===== src/rtl/assert_macros.svh =====
// Assertion macros shared by the gzip header parser modules.
`ifndef ASSERT_MACROS_SVH
`define ASSERT_MACROS_SVH

// Clocked assertion that is switched off while reset is high.
`define GZHP_ASSERT_CLK(label, clk, rst, prop, msg) \
  label: assert property (@(posedge clk) disable iff (rst) prop) \
    else $error(msg);

// Clocked assertion that is checked on every edge, reset included.
`define GZHP_ASSERT_ALL(label, clk, prop, msg) \
  label: assert property (@(posedge clk) prop) \
    else $error(msg);

`endif


===== src/rtl/gzhp_pkg.sv =====
// Package with the word types, codes and constants of the gzip header parser.
package gzhp_pkg;

  // Parser phases.
  localparam logic [3:0] PH_ID1     = 4'd0;
  localparam logic [3:0] PH_ID2     = 4'd1;
  localparam logic [3:0] PH_CM      = 4'd2;
  localparam logic [3:0] PH_FLG     = 4'd3;
  localparam logic [3:0] PH_MTIME   = 4'd4;
  localparam logic [3:0] PH_XFL     = 4'd5;
  localparam logic [3:0] PH_OS      = 4'd6;
  localparam logic [3:0] PH_XLEN    = 4'd7;
  localparam logic [3:0] PH_EXTRA   = 4'd8;
  localparam logic [3:0] PH_NAME    = 4'd9;
  localparam logic [3:0] PH_COMMENT = 4'd10;
  localparam logic [3:0] PH_HCRC    = 4'd11;
  localparam logic [3:0] PH_DONE    = 4'd12;
  localparam logic [3:0] PH_ERR     = 4'd13;

  // Field tags reported with each byte.
  localparam logic [3:0] FID_MAGIC  = 4'd0;
  localparam logic [3:0] FID_AFTER  = 4'd11;

  // Error codes.
  localparam logic [2:0] ERR_NONE   = 3'd0;
  localparam logic [2:0] ERR_MAGIC  = 3'd1;
  localparam logic [2:0] ERR_METHOD = 3'd2;
  localparam logic [2:0] ERR_XFL    = 3'd3;
  localparam logic [2:0] ERR_OS     = 3'd4;
  localparam logic [2:0] ERR_CRC    = 3'd5;

  // Configuration register indexes.
  localparam logic [1:0] CFG_IGNORE_EXTRA   = 2'd0;
  localparam logic [1:0] CFG_IGNORE_NAME    = 2'd1;
  localparam logic [1:0] CFG_IGNORE_COMMENT = 2'd2;
  localparam logic [1:0] CFG_STRICT_MODE    = 2'd3;

  // FLG bit positions.
  localparam int FLG_HCRC    = 1;
  localparam int FLG_EXTRA   = 2;
  localparam int FLG_NAME    = 3;
  localparam int FLG_COMMENT = 4;

  // Header constants.
  localparam logic [7:0]  GZ_ID1    = 8'h1f;
  localparam logic [7:0]  GZ_ID2    = 8'h8b;
  localparam logic [7:0]  GZ_CM     = 8'h08;
  localparam logic [7:0]  OS_MAX    = 8'd13;
  localparam logic [7:0]  OS_UNKNOWN = 8'd255;
  localparam logic [31:0] CRC_POLY  = 32'hEDB88320;
  localparam logic [31:0] CRC_INIT  = 32'hFFFFFFFF;

  typedef struct packed {
    logic [7:0] data_byte;
    logic       chunk_last;
    logic       restart;
  } src_word_t;

  typedef struct packed {
    logic [3:0]  field_id;
    logic [7:0]  data_out;
    logic        deliver;
    logic        header_done;
    logic        need_more;
    logic [2:0]  error_code;
    logic [4:0]  flag_bits;
    logic [31:0] mtime;
    logic [7:0]  xfl_byte;
    logic [7:0]  os_code;
    logic [15:0] extra_len;
  } res_word_t;

  typedef struct packed {
    logic ignore_extra;
    logic ignore_name;
    logic ignore_comment;
    logic strict_mode;
  } cfg_t;

endpackage


===== src/rtl/gzhp_crc.sv =====
// One-byte update of the reflected CRC-32 used by the header check.
module gzhp_crc import gzhp_pkg::*; (
  input  logic [31:0] crc_in,
  input  logic [7:0]  data_byte,
  output logic [31:0] crc_out
);

  // Eight bit steps of the shift register, folded into one combinational update.
  always_comb begin
    logic [31:0] c;
    c = crc_in ^ {24'd0, data_byte};
    for (int k = 0; k < 8; k++) begin
      c = c[0] ? ((c >> 1) ^ CRC_POLY) : (c >> 1);
    end
    crc_out = c;
  end

endmodule


===== src/rtl/gzhp_decode.sv =====
// Header field decoder: member state registers and the per-byte next-state logic.
`include "assert_macros.svh"
module gzhp_decode import gzhp_pkg::*; (
  input  logic      clk,
  input  logic      rst,
  input  cfg_t      cfg,
  input  logic      take,
  input  src_word_t word,
  output res_word_t res
);

  logic [3:0]  phase, phase_next;
  logic [15:0] byte_count, byte_count_next;
  logic [31:0] running_crc, running_crc_next;
  logic [4:0]  flag_reg, flag_reg_next;
  logic [31:0] mtime_reg, mtime_reg_next;
  logic [7:0]  xfl_reg, xfl_reg_next;
  logic [7:0]  os_reg, os_reg_next;
  logic [15:0] xlen_reg, xlen_reg_next;
  logic [7:0]  crc_low_byte, crc_low_byte_next;
  logic [2:0]  error_reg, error_reg_next;

  logic [3:0]  cur_phase;
  logic [15:0] cur_count;
  logic [31:0] cur_crc;
  logic [4:0]  cur_flags;
  logic [31:0] cur_mtime;
  logic [15:0] cur_xlen;
  logic [7:0]  cur_crc_low;
  logic [2:0]  cur_error;
  logic [7:0]  cur_xfl;
  logic [7:0]  cur_os;
  logic [31:0] crc_upd;
  logic [15:0] count_inc;
  logic [15:0] xlen_full;
  logic [3:0]  fid;
  logic [2:0]  fail;
  logic        deliver;

  // First optional field at or after the given phase that the flags call for.
  function automatic logic [3:0] next_stage(input logic [3:0] from, input logic [4:0] flags);
    logic [3:0] r;
    r = PH_DONE;
    if (from <= PH_HCRC && flags[FLG_HCRC]) r = PH_HCRC;
    if (from <= PH_COMMENT && flags[FLG_COMMENT]) r = PH_COMMENT;
    if (from <= PH_NAME && flags[FLG_NAME]) r = PH_NAME;
    if (from <= PH_XLEN && flags[FLG_EXTRA]) r = PH_XLEN;
    return r;
  endfunction

  // A restart byte sees cleared member state.
  always_comb begin
    if (word.restart) begin
      cur_phase   = PH_ID1;
      cur_count   = 16'd0;
      cur_crc     = CRC_INIT;
      cur_flags   = 5'd0;
      cur_mtime   = 32'd0;
      cur_xfl     = 8'd0;
      cur_os      = 8'd0;
      cur_xlen    = 16'd0;
      cur_crc_low = 8'd0;
      cur_error   = ERR_NONE;
    end else begin
      cur_phase   = phase;
      cur_count   = byte_count;
      cur_crc     = running_crc;
      cur_flags   = flag_reg;
      cur_mtime   = mtime_reg;
      cur_xfl     = xfl_reg;
      cur_os      = os_reg;
      cur_xlen    = xlen_reg;
      cur_crc_low = crc_low_byte;
      cur_error   = error_reg;
    end
  end

  gzhp_crc u_crc (
    .crc_in    (cur_crc),
    .data_byte (word.data_byte),
    .crc_out   (crc_upd)
  );

  assign count_inc = cur_count + 16'd1;
  assign xlen_full = {word.data_byte, cur_xlen[7:0]};

  // Field decode and phase transitions for one byte.
  always_comb begin
    phase_next        = cur_phase;
    byte_count_next   = cur_count;
    running_crc_next  = (cur_phase <= PH_COMMENT) ? crc_upd : cur_crc;
    flag_reg_next     = cur_flags;
    mtime_reg_next    = cur_mtime;
    xfl_reg_next      = cur_xfl;
    os_reg_next       = cur_os;
    xlen_reg_next     = cur_xlen;
    crc_low_byte_next = cur_crc_low;
    error_reg_next    = cur_error;
    fail              = ERR_NONE;
    deliver           = 1'b1;
    if (cur_phase == PH_ID1) fid = FID_MAGIC;
    else if (cur_phase <= PH_DONE) fid = cur_phase - 4'd1;
    else fid = FID_AFTER;

    case (cur_phase)
      PH_ID1: begin
        if (word.data_byte != GZ_ID1) fail = ERR_MAGIC;
        else phase_next = PH_ID2;
      end
      PH_ID2: begin
        if (word.data_byte != GZ_ID2) fail = ERR_MAGIC;
        else phase_next = PH_CM;
      end
      PH_CM: begin
        if (word.data_byte != GZ_CM) fail = ERR_METHOD;
        else phase_next = PH_FLG;
      end
      PH_FLG: begin
        flag_reg_next   = word.data_byte[4:0];
        phase_next      = PH_MTIME;
        byte_count_next = 16'd0;
      end
      PH_MTIME: begin
        case (cur_count[1:0])
          2'd0:    mtime_reg_next[7:0]   = cur_mtime[7:0] | word.data_byte;
          2'd1:    mtime_reg_next[15:8]  = cur_mtime[15:8] | word.data_byte;
          2'd2:    mtime_reg_next[23:16] = cur_mtime[23:16] | word.data_byte;
          default: mtime_reg_next[31:24] = cur_mtime[31:24] | word.data_byte;
        endcase
        byte_count_next = count_inc;
        if (count_inc >= 16'd4) begin
          phase_next      = PH_XFL;
          byte_count_next = 16'd0;
        end
      end
      PH_XFL: begin
        xfl_reg_next = word.data_byte;
        if (cfg.strict_mode && !(word.data_byte inside {8'd0, 8'd2, 8'd4})) fail = ERR_XFL;
        else phase_next = PH_OS;
      end
      PH_OS: begin
        os_reg_next = word.data_byte;
        if (cfg.strict_mode && !(word.data_byte inside {[8'd0:OS_MAX], OS_UNKNOWN})) begin
          fail = ERR_OS;
        end else begin
          phase_next      = next_stage(PH_XLEN, cur_flags);
          byte_count_next = 16'd0;
        end
      end
      PH_XLEN: begin
        deliver = !cfg.ignore_extra;
        if (cur_count == 16'd0) begin
          xlen_reg_next   = {8'd0, word.data_byte};
          byte_count_next = 16'd1;
        end else begin
          xlen_reg_next   = xlen_full;
          byte_count_next = 16'd0;
          phase_next      = (xlen_full == 16'd0) ? next_stage(PH_NAME, cur_flags) : PH_EXTRA;
        end
      end
      PH_EXTRA: begin
        deliver         = !cfg.ignore_extra;
        byte_count_next = count_inc;
        if (count_inc >= cur_xlen) begin
          phase_next      = next_stage(PH_NAME, cur_flags);
          byte_count_next = 16'd0;
        end
      end
      PH_NAME: begin
        deliver = !cfg.ignore_name;
        if (word.data_byte == 8'd0) phase_next = next_stage(PH_COMMENT, cur_flags);
      end
      PH_COMMENT: begin
        deliver = !cfg.ignore_comment;
        if (word.data_byte == 8'd0) phase_next = next_stage(PH_HCRC, cur_flags);
      end
      PH_HCRC: begin
        if (cur_count == 16'd0) begin
          crc_low_byte_next = word.data_byte;
          byte_count_next   = 16'd1;
        end else begin
          byte_count_next = 16'd0;
          if ({word.data_byte, cur_crc_low} != ~cur_crc[15:0]) fail = ERR_CRC;
          else phase_next = PH_DONE;
        end
      end
      PH_DONE: begin
        deliver = 1'b1;
      end
      default: begin
        deliver = 1'b0;
      end
    endcase

    // An error parks the parser until the next restart.
    if (fail != ERR_NONE) begin
      error_reg_next = fail;
      phase_next     = PH_ERR;
      deliver        = 1'b0;
    end

    res.field_id    = fid;
    res.data_out    = word.data_byte;
    res.deliver     = deliver;
    res.header_done = (fail == ERR_NONE) && (phase_next == PH_DONE) && (fid != FID_AFTER);
    res.need_more   = word.chunk_last && (phase_next != PH_DONE) && (phase_next != PH_ERR);
    res.error_code  = error_reg_next;
    res.flag_bits   = flag_reg_next;
    res.mtime       = mtime_reg_next;
    res.xfl_byte    = xfl_reg_next;
    res.os_code     = os_reg_next;
    res.extra_len   = xlen_reg_next;
  end

  // Member state advances once per accepted word.
  always_ff @(posedge clk) begin
    if (rst) begin
      phase        <= PH_ID1;
      byte_count   <= 16'd0;
      running_crc  <= CRC_INIT;
      flag_reg     <= 5'd0;
      mtime_reg    <= 32'd0;
      xfl_reg      <= 8'd0;
      os_reg       <= 8'd0;
      xlen_reg     <= 16'd0;
      crc_low_byte <= 8'd0;
      error_reg    <= ERR_NONE;
    end else if (take) begin
      phase        <= phase_next;
      byte_count   <= byte_count_next;
      running_crc  <= running_crc_next;
      flag_reg     <= flag_reg_next;
      mtime_reg    <= mtime_reg_next;
      xfl_reg      <= xfl_reg_next;
      os_reg       <= os_reg_next;
      xlen_reg     <= xlen_reg_next;
      crc_low_byte <= crc_low_byte_next;
      error_reg    <= error_reg_next;
    end
  end

  `GZHP_ASSERT_CLK(a_err_sticky, clk, rst,
    (take && !word.restart && phase == PH_ERR) |=> (phase == PH_ERR),
    "error phase left without restart")
  `GZHP_ASSERT_CLK(a_err_code, clk, rst,
    (phase == PH_ERR) |-> (error_reg != ERR_NONE),
    "error phase without an error code")
  `GZHP_ASSERT_CLK(a_done_phase, clk, rst,
    (take && res.header_done) |=> (phase == PH_DONE),
    "header done but parser not in done phase")

endmodule


===== src/rtl/gzhp_out_buf.sv =====
// Result register with a skid stage, so the source side never waits on the sink combinationally.
`include "assert_macros.svh"
module gzhp_out_buf import gzhp_pkg::*; (
  input  logic      clk,
  input  logic      rst,
  input  logic      in_take,
  input  res_word_t in_word,
  output logic      full,
  output logic      res_valid,
  input  logic      res_stall,
  output res_word_t res_word
);

  logic      skid_valid;
  res_word_t skid_word;
  logic      load_out;

  assign load_out = !res_valid || !res_stall;
  assign full     = skid_valid;

  // Control: output register first, skid only while the output is stalled.
  always_ff @(posedge clk) begin
    if (rst) begin
      res_valid  <= 1'b0;
      skid_valid <= 1'b0;
    end else if (load_out) begin
      res_valid  <= skid_valid || in_take;
      skid_valid <= 1'b0;
    end else if (in_take) begin
      skid_valid <= 1'b1;
    end
  end

  // Payload follows the same choices and needs no reset.
  always_ff @(posedge clk) begin
    if (load_out) begin
      res_word <= skid_valid ? skid_word : in_word;
    end else if (in_take) begin
      skid_word <= in_word;
    end
  end

  `GZHP_ASSERT_CLK(a_skid_behind_out, clk, rst, skid_valid |-> res_valid, "skid word held with empty output register")

endmodule


===== src/rtl/gzip_header_parser.sv =====
// Top level of the gzip member header parser: configuration registers, decoder and result buffer.
//
//  channel  | handshake             | word
//  ---------+-----------------------+--------------------------------------------
//  src      | src_valid / src_stall | src_word: data_byte, chunk_last, restart
//  res      | res_valid / res_stall | res_word: field tag, byte, status, fields
//  cfg      | cfg_valid / cfg_ready | cfg_index (2 bits), cfg_data (1 bit)
//
// One byte is accepted every cycle while src_stall is low; its result is registered in the
// output or skid stage. The combinational path is the one-byte CRC-32 update plus field decode.
// Reset is synchronous and clears member state and configuration at once; no sweep.
// A stalled result moves into a skid stage, and src_stall rises only while that stage
// holds a word, so a byte is still taken in the cycle the sink first stalls.
module gzip_header_parser import gzhp_pkg::*; (
  input  logic       clk,
  input  logic       rst,
  input  logic       src_valid,
  output logic       src_stall,
  input  src_word_t  src_word,
  output logic       res_valid,
  input  logic       res_stall,
  output res_word_t  res_word,
  input  logic       cfg_valid,
  output logic       cfg_ready,
  input  logic [1:0] cfg_index,
  input  logic       cfg_data
);

  cfg_t      cfg;
  logic      take;
  logic      buf_full;
  res_word_t dec_word;

  assign cfg_ready = 1'b1;
  assign src_stall = buf_full;
  assign take      = src_valid && !buf_full;

  // Configuration register writes.
  always_ff @(posedge clk) begin
    if (rst) begin
      cfg <= '0;
    end else if (cfg_valid && cfg_ready) begin
      case (cfg_index)
        CFG_IGNORE_EXTRA:   cfg.ignore_extra   <= cfg_data;
        CFG_IGNORE_NAME:    cfg.ignore_name    <= cfg_data;
        CFG_IGNORE_COMMENT: cfg.ignore_comment <= cfg_data;
        CFG_STRICT_MODE:    cfg.strict_mode    <= cfg_data;
        default:            cfg <= cfg;
      endcase
    end
  end

  gzhp_decode u_decode (
    .clk  (clk),
    .rst  (rst),
    .cfg  (cfg),
    .take (take),
    .word (src_word),
    .res  (dec_word)
  );

  gzhp_out_buf u_out_buf (
    .clk       (clk),
    .rst       (rst),
    .in_take   (take),
    .in_word   (dec_word),
    .full      (buf_full),
    .res_valid (res_valid),
    .res_stall (res_stall),
    .res_word  (res_word)
  );

endmodule


===== config.mk =====
export PLATFORM = sky130hd
export DESIGN_NAME = gzip_header_parser
export DESIGN_NICKNAME = d
export VERILOG_FILES = /design/src/rtl/gzhp_pkg.sv /design/src/rtl/gzhp_crc.sv /design/src/rtl/gzhp_decode.sv /design/src/rtl/gzhp_out_buf.sv /design/src/rtl/gzip_header_parser.sv
export VERILOG_INCLUDE_DIRS = /design/src /design/src/rtl
export SDC_FILE = /design/constraint.sdc
export NUM_CORES = 1
export LEC_CHECK = 0
export ABC_AREA = 1
export BUFFER_PORTS_ARGS = -buffer_cell sky130_fd_sc_hd__buf_2
export CAP_MARGIN = 15
export CORE_UTILIZATION = 50
export CTS_BUF_LIST = sky130_fd_sc_hd__clkbuf_4 sky130_fd_sc_hd__clkbuf_8
export CTS_CLUSTER_SIZE = 12
export DETAILED_ROUTE_END_ITERATION = 12
export PLACE_DENSITY = 0.73
export RECOVER_POWER = 25
export SETUP_SLACK_MARGIN = 0.4
export SKIP_CTS_REPAIR_TIMING = 1
export SYNTH_ARGS = -nofsm -noshare
export SYNTH_HDL_FRONTEND = slang
export SYNTH_SLANG_ARGS = --single-unit

===== constraint.sdc =====
create_clock -name clk -period 8.9 [get_ports clk]
set_input_delay 0.89 -clock clk [delete_from_list [all_inputs] [get_ports clk]]
set_output_delay 0.89 -clock clk [all_outputs]
set_load 0.1 [all_outputs]

==> out/metrics.yaml <==
worst_setup_path:
  r2r_start: "u_out_buf.full"
  crit_fanout: 62
  critPathKind: "in2reg"
  worstSetupEndpointType: "flop"
  cp_top_family: "buffers and inverters"
  crit_end: "u_decode.phase[2]"
  critPathArrivalTime_ns: 5.60
  regToRegSetupSlack_ns: 4.47
  max_stage_delay_ns: 2.38
  crit_top_cell: "clkbuf_1"
  worstRegToRegCells: 2
  cp.depth: 5
  start_kind: "input port"
  crit_path_start: "rst"
  timing.rr.end: "u_out_buf.res_word[86]"
  required_ns: 9.36
  slowest_stage: "clkbuf_1"
  crit_path_cell_trace: "clkbuf_1 -> clkbuf_1 -> a21oi_1 -> o21ai_0 -> inv_1"
  crit_buf_inv: 3
clocking:
  clk_transition_reported_paths_ns: 0.06
  ctsRootBufferMaster: "clkbuf_8"
  clock_path_buffers: 3
  clock-sinks: 312
  clock_latency_ns: 0.59
  cts_buffers: 52
  h-tree-depth: 2
  cts_tree: "done"
cells_and_area:
  reg_top3: "u_out_buf.res_word: 87 flops, u_out_buf.skid_word: 87 flops"
  area_growth_pct: 11.0
  fin_util: 0.564
  fin_area_um2: 17800
  drive_gt1_frac: 0.0923
  nets: 2121
  final_cells: 2527
global_routing:
  grt_pass1_wl_um: 71100
  grt.total_usage: 0.274
  antenna_found_initial: 2
  grt_pass1_vias: 12844
  grt_max_degree: 98
  grt.overflow.total: 0
routing:
  routedWlPerCell_um: 17.8
  num_vias: 13915
  wirelength_um: 44900
  route.detailed.drc: 0
  dr.pass1.iters: 7
  initialDrtViolationCount: 1512
  ant_nets: 0
  vias_per_cell: 5.51
floorplan:
  fp.dieH_um: 181
  rows: 65
  die-area_um2: 32800
  coreArea_um2: 31600
  fp.dieW_um: 181
  io_pins: 108
  initial_core_util: 0.508
timing:
  clock_skew_ns: 0.0160
  finalWorstSetupSlack_ns: 3.76
  setup_viol: 0
  maxSlewViolCount: 291
  maxSlewHeadroom: -1.31
  finalCritPeriodShare: 0.577
  timing.final.crit_period_ns: 5.14
  fin_setup_tns_ns: 0
  finalHoldViolCount: 0
  tightest_slew_ns: 3.47
  rsz0062_at_grt: "false"
  fmax_ghz: 0.195
  whs_ns: 0.469
power:
  p_leak_nw: 8.09
  ir_worst_vdd_mv: 0.129
  fin_total_pwr_mw: 3.82
  power.density_nw_per_um2: 214
synth:
  ys_types: 46
  yosys_warnings: 0
  synth.ff_latch_count: 312
  synth.net_count: 2051
  synthesis.area_um2: 16000
  ys_seq_area_frac: 0.498
  synthCells: 2010
  syn_avg_cell_area_um2: 7.98
flow_run:
  drv_cap: 5
outcome:
  violations: "max-capacitance violations, max-slew violations"
  status: "complete, but fails checks"
worst_hold_path:
  hold_class: "reg2reg"
placed_design:
  dp_slack_ns: 3.68
  dp_hpwl_um: 29400
  placed_cells: 2428
  port_buffers: 106
  gp_congestion: 0.951
  dpl_cell_area_um2: 16800
==> where the power goes <==
part           switching (mW)  internal, mW  total [mW]
logic                   0.662         0.197       0.859
registers              0.0387          1.63        1.67
clock network           0.595         0.697        1.29
==> worst min-delay path, cell delays in order (launching register included) <==
cell and delay, ns:
dfxtp_1 0.30, inv_1 0.07, a21oi_1 0.06
==> routing by layer <==
| layer | GRT usage | vias up | wire, um |
|---|---|---|---|
| met4 | 0.0681 | 2 | 957 |
| met1 | 0.385 | 6553 | 20200 |
| met2 | 0.434 | 513 | 20200 |
| li1 | - | 6768 | - |
| met3 | 0.0534 | 79 | 3530 |
| met5 | 0 | - | 13 |
==> synthesized netlist by cell type (all sizes together) <==
library cell / n / area share
a211oi: 2 / 0.00094
a21o: 1 / 0.00047
a21oi: 123 / 0.038
a221oi: 6 / 0.0033
a31oi: 7 / 0.0027
buf: 32 / 0.0093
clkbuf: 74 / 0.017
clkinv: 2 / 0.00047
conb: 1 / 0.00023
dfxtp: 138 / 0.17
edfxtp: 174 / 0.33
ha: 23 / 0.018
inv: 262 / 0.061
nand2: 482 / 0.11
nand3: 74 / 0.024
nand3b: 1 / 0.00047
nand4: 22 / 0.0090
nor2: 209 / 0.050
nor3: 21 / 0.0069
nor3b: 2 / 0.00094
nor4: 5 / 0.0020
o2111ai: 1 / 0.00055
o211ai: 17 / 0.0080
o21ai: 208 / 0.065
o221ai: 2 / 0.0011
o22ai: 12 / 0.0047
o31ai: 2 / 0.00094
o32ai: 32 / 0.017
or2: 8 / 0.0031
xnor2: 20 / 0.012
xor2: 47 / 0.031
==> area by class of cell <==
cell class,count,area (um^2)
Fill cell,2945,13800
Sequential cell,312,7990
Multi-Input combinational cell,1328,6650
Inverter,264,992
Clock buffer,79,962
Timing Repair Buffer,122,589
Tap cell,402,503
Clock inverter,19,114
Antenna cell,1,2.50
==> cell families after synthesis <==
kind of cell / count (synthesis) / share of synthesized area
compound gates: 413 / 0.143
xor+xnor: 67 / 0.0424
fa+ha+maj: 23 / 0.0179
buf+inv: 370 / 0.0885
flops: 312 / 0.498
other cells: 1 / 0.000234
simple gates: 824 / 0.209
==> worst min-delay path by stage <==
stage | slack, ns | start | end | depth (start not counted)
2_1_floorplan | 0.43 | cfg[1] | cfg[1] | 2
3_3_place_gp | 0.45 | cfg[1] | cfg[1] | 2
3_5_place_dp | 0.45 | cfg[1] | cfg[1] | 2
4_1_cts | 0.47 | u_decode.byte_count[13] | u_decode.byte_count[13] | 2
5_1_grt | 0.49 | u_decode.running_crc[7] | u_decode.running_crc[7] | 2
6_report | 0.47 | cfg[1] | cfg[1] | 2
==> cell usage in the layout, fill, tap and decap left out, types with 3 or more instances in the layout <==
| cell | Yosys | routed |
|---|---|---|
| nand2_1 | 479 | 478 |
| inv_1 | 261 | 259 |
| o21ai_0 | 206 | 206 |
| nor2_1 | 203 | 202 |
| edfxtp_1 | 174 | 174 |
| dfxtp_1 | 138 | 138 |
| a21oi_1 | 123 | 123 |
| nand3_1 | 72 | 72 |
| buf_2 | 11 | 63 |
| clkbuf_8 | 0 | 59 |
| clkbuf_1 | 73 | 47 |
| xor2_1 | 41 | 41 |
| o32ai_1 | 32 | 32 |
| ha_1 | 23 | 23 |
| nand4_1 | 21 | 21 |
| nor3_1 | 20 | 20 |
| clkbuf_4 | 0 | 20 |
| xnor2_1 | 18 | 18 |
| o211ai_1 | 17 | 17 |
| o22ai_1 | 12 | 12 |
| buf_4 | 4 | 11 |
| clkinv_1 | 2 | 9 |
| clkinv_2 | 0 | 9 |
| a31oi_1 | 7 | 7 |
| a221oi_1 | 6 | 6 |
| nor2_2 | 5 | 5 |
| nor4_1 | 5 | 5 |
| or2_1 | 4 | 4 |
| or2_2 | 4 | 4 |
| nand2_2 | 3 | 3 |
| xor2_4 | 3 | 3 |
| xor2_2 | 3 | 3 |
Power figures use the tool's default switching activity.
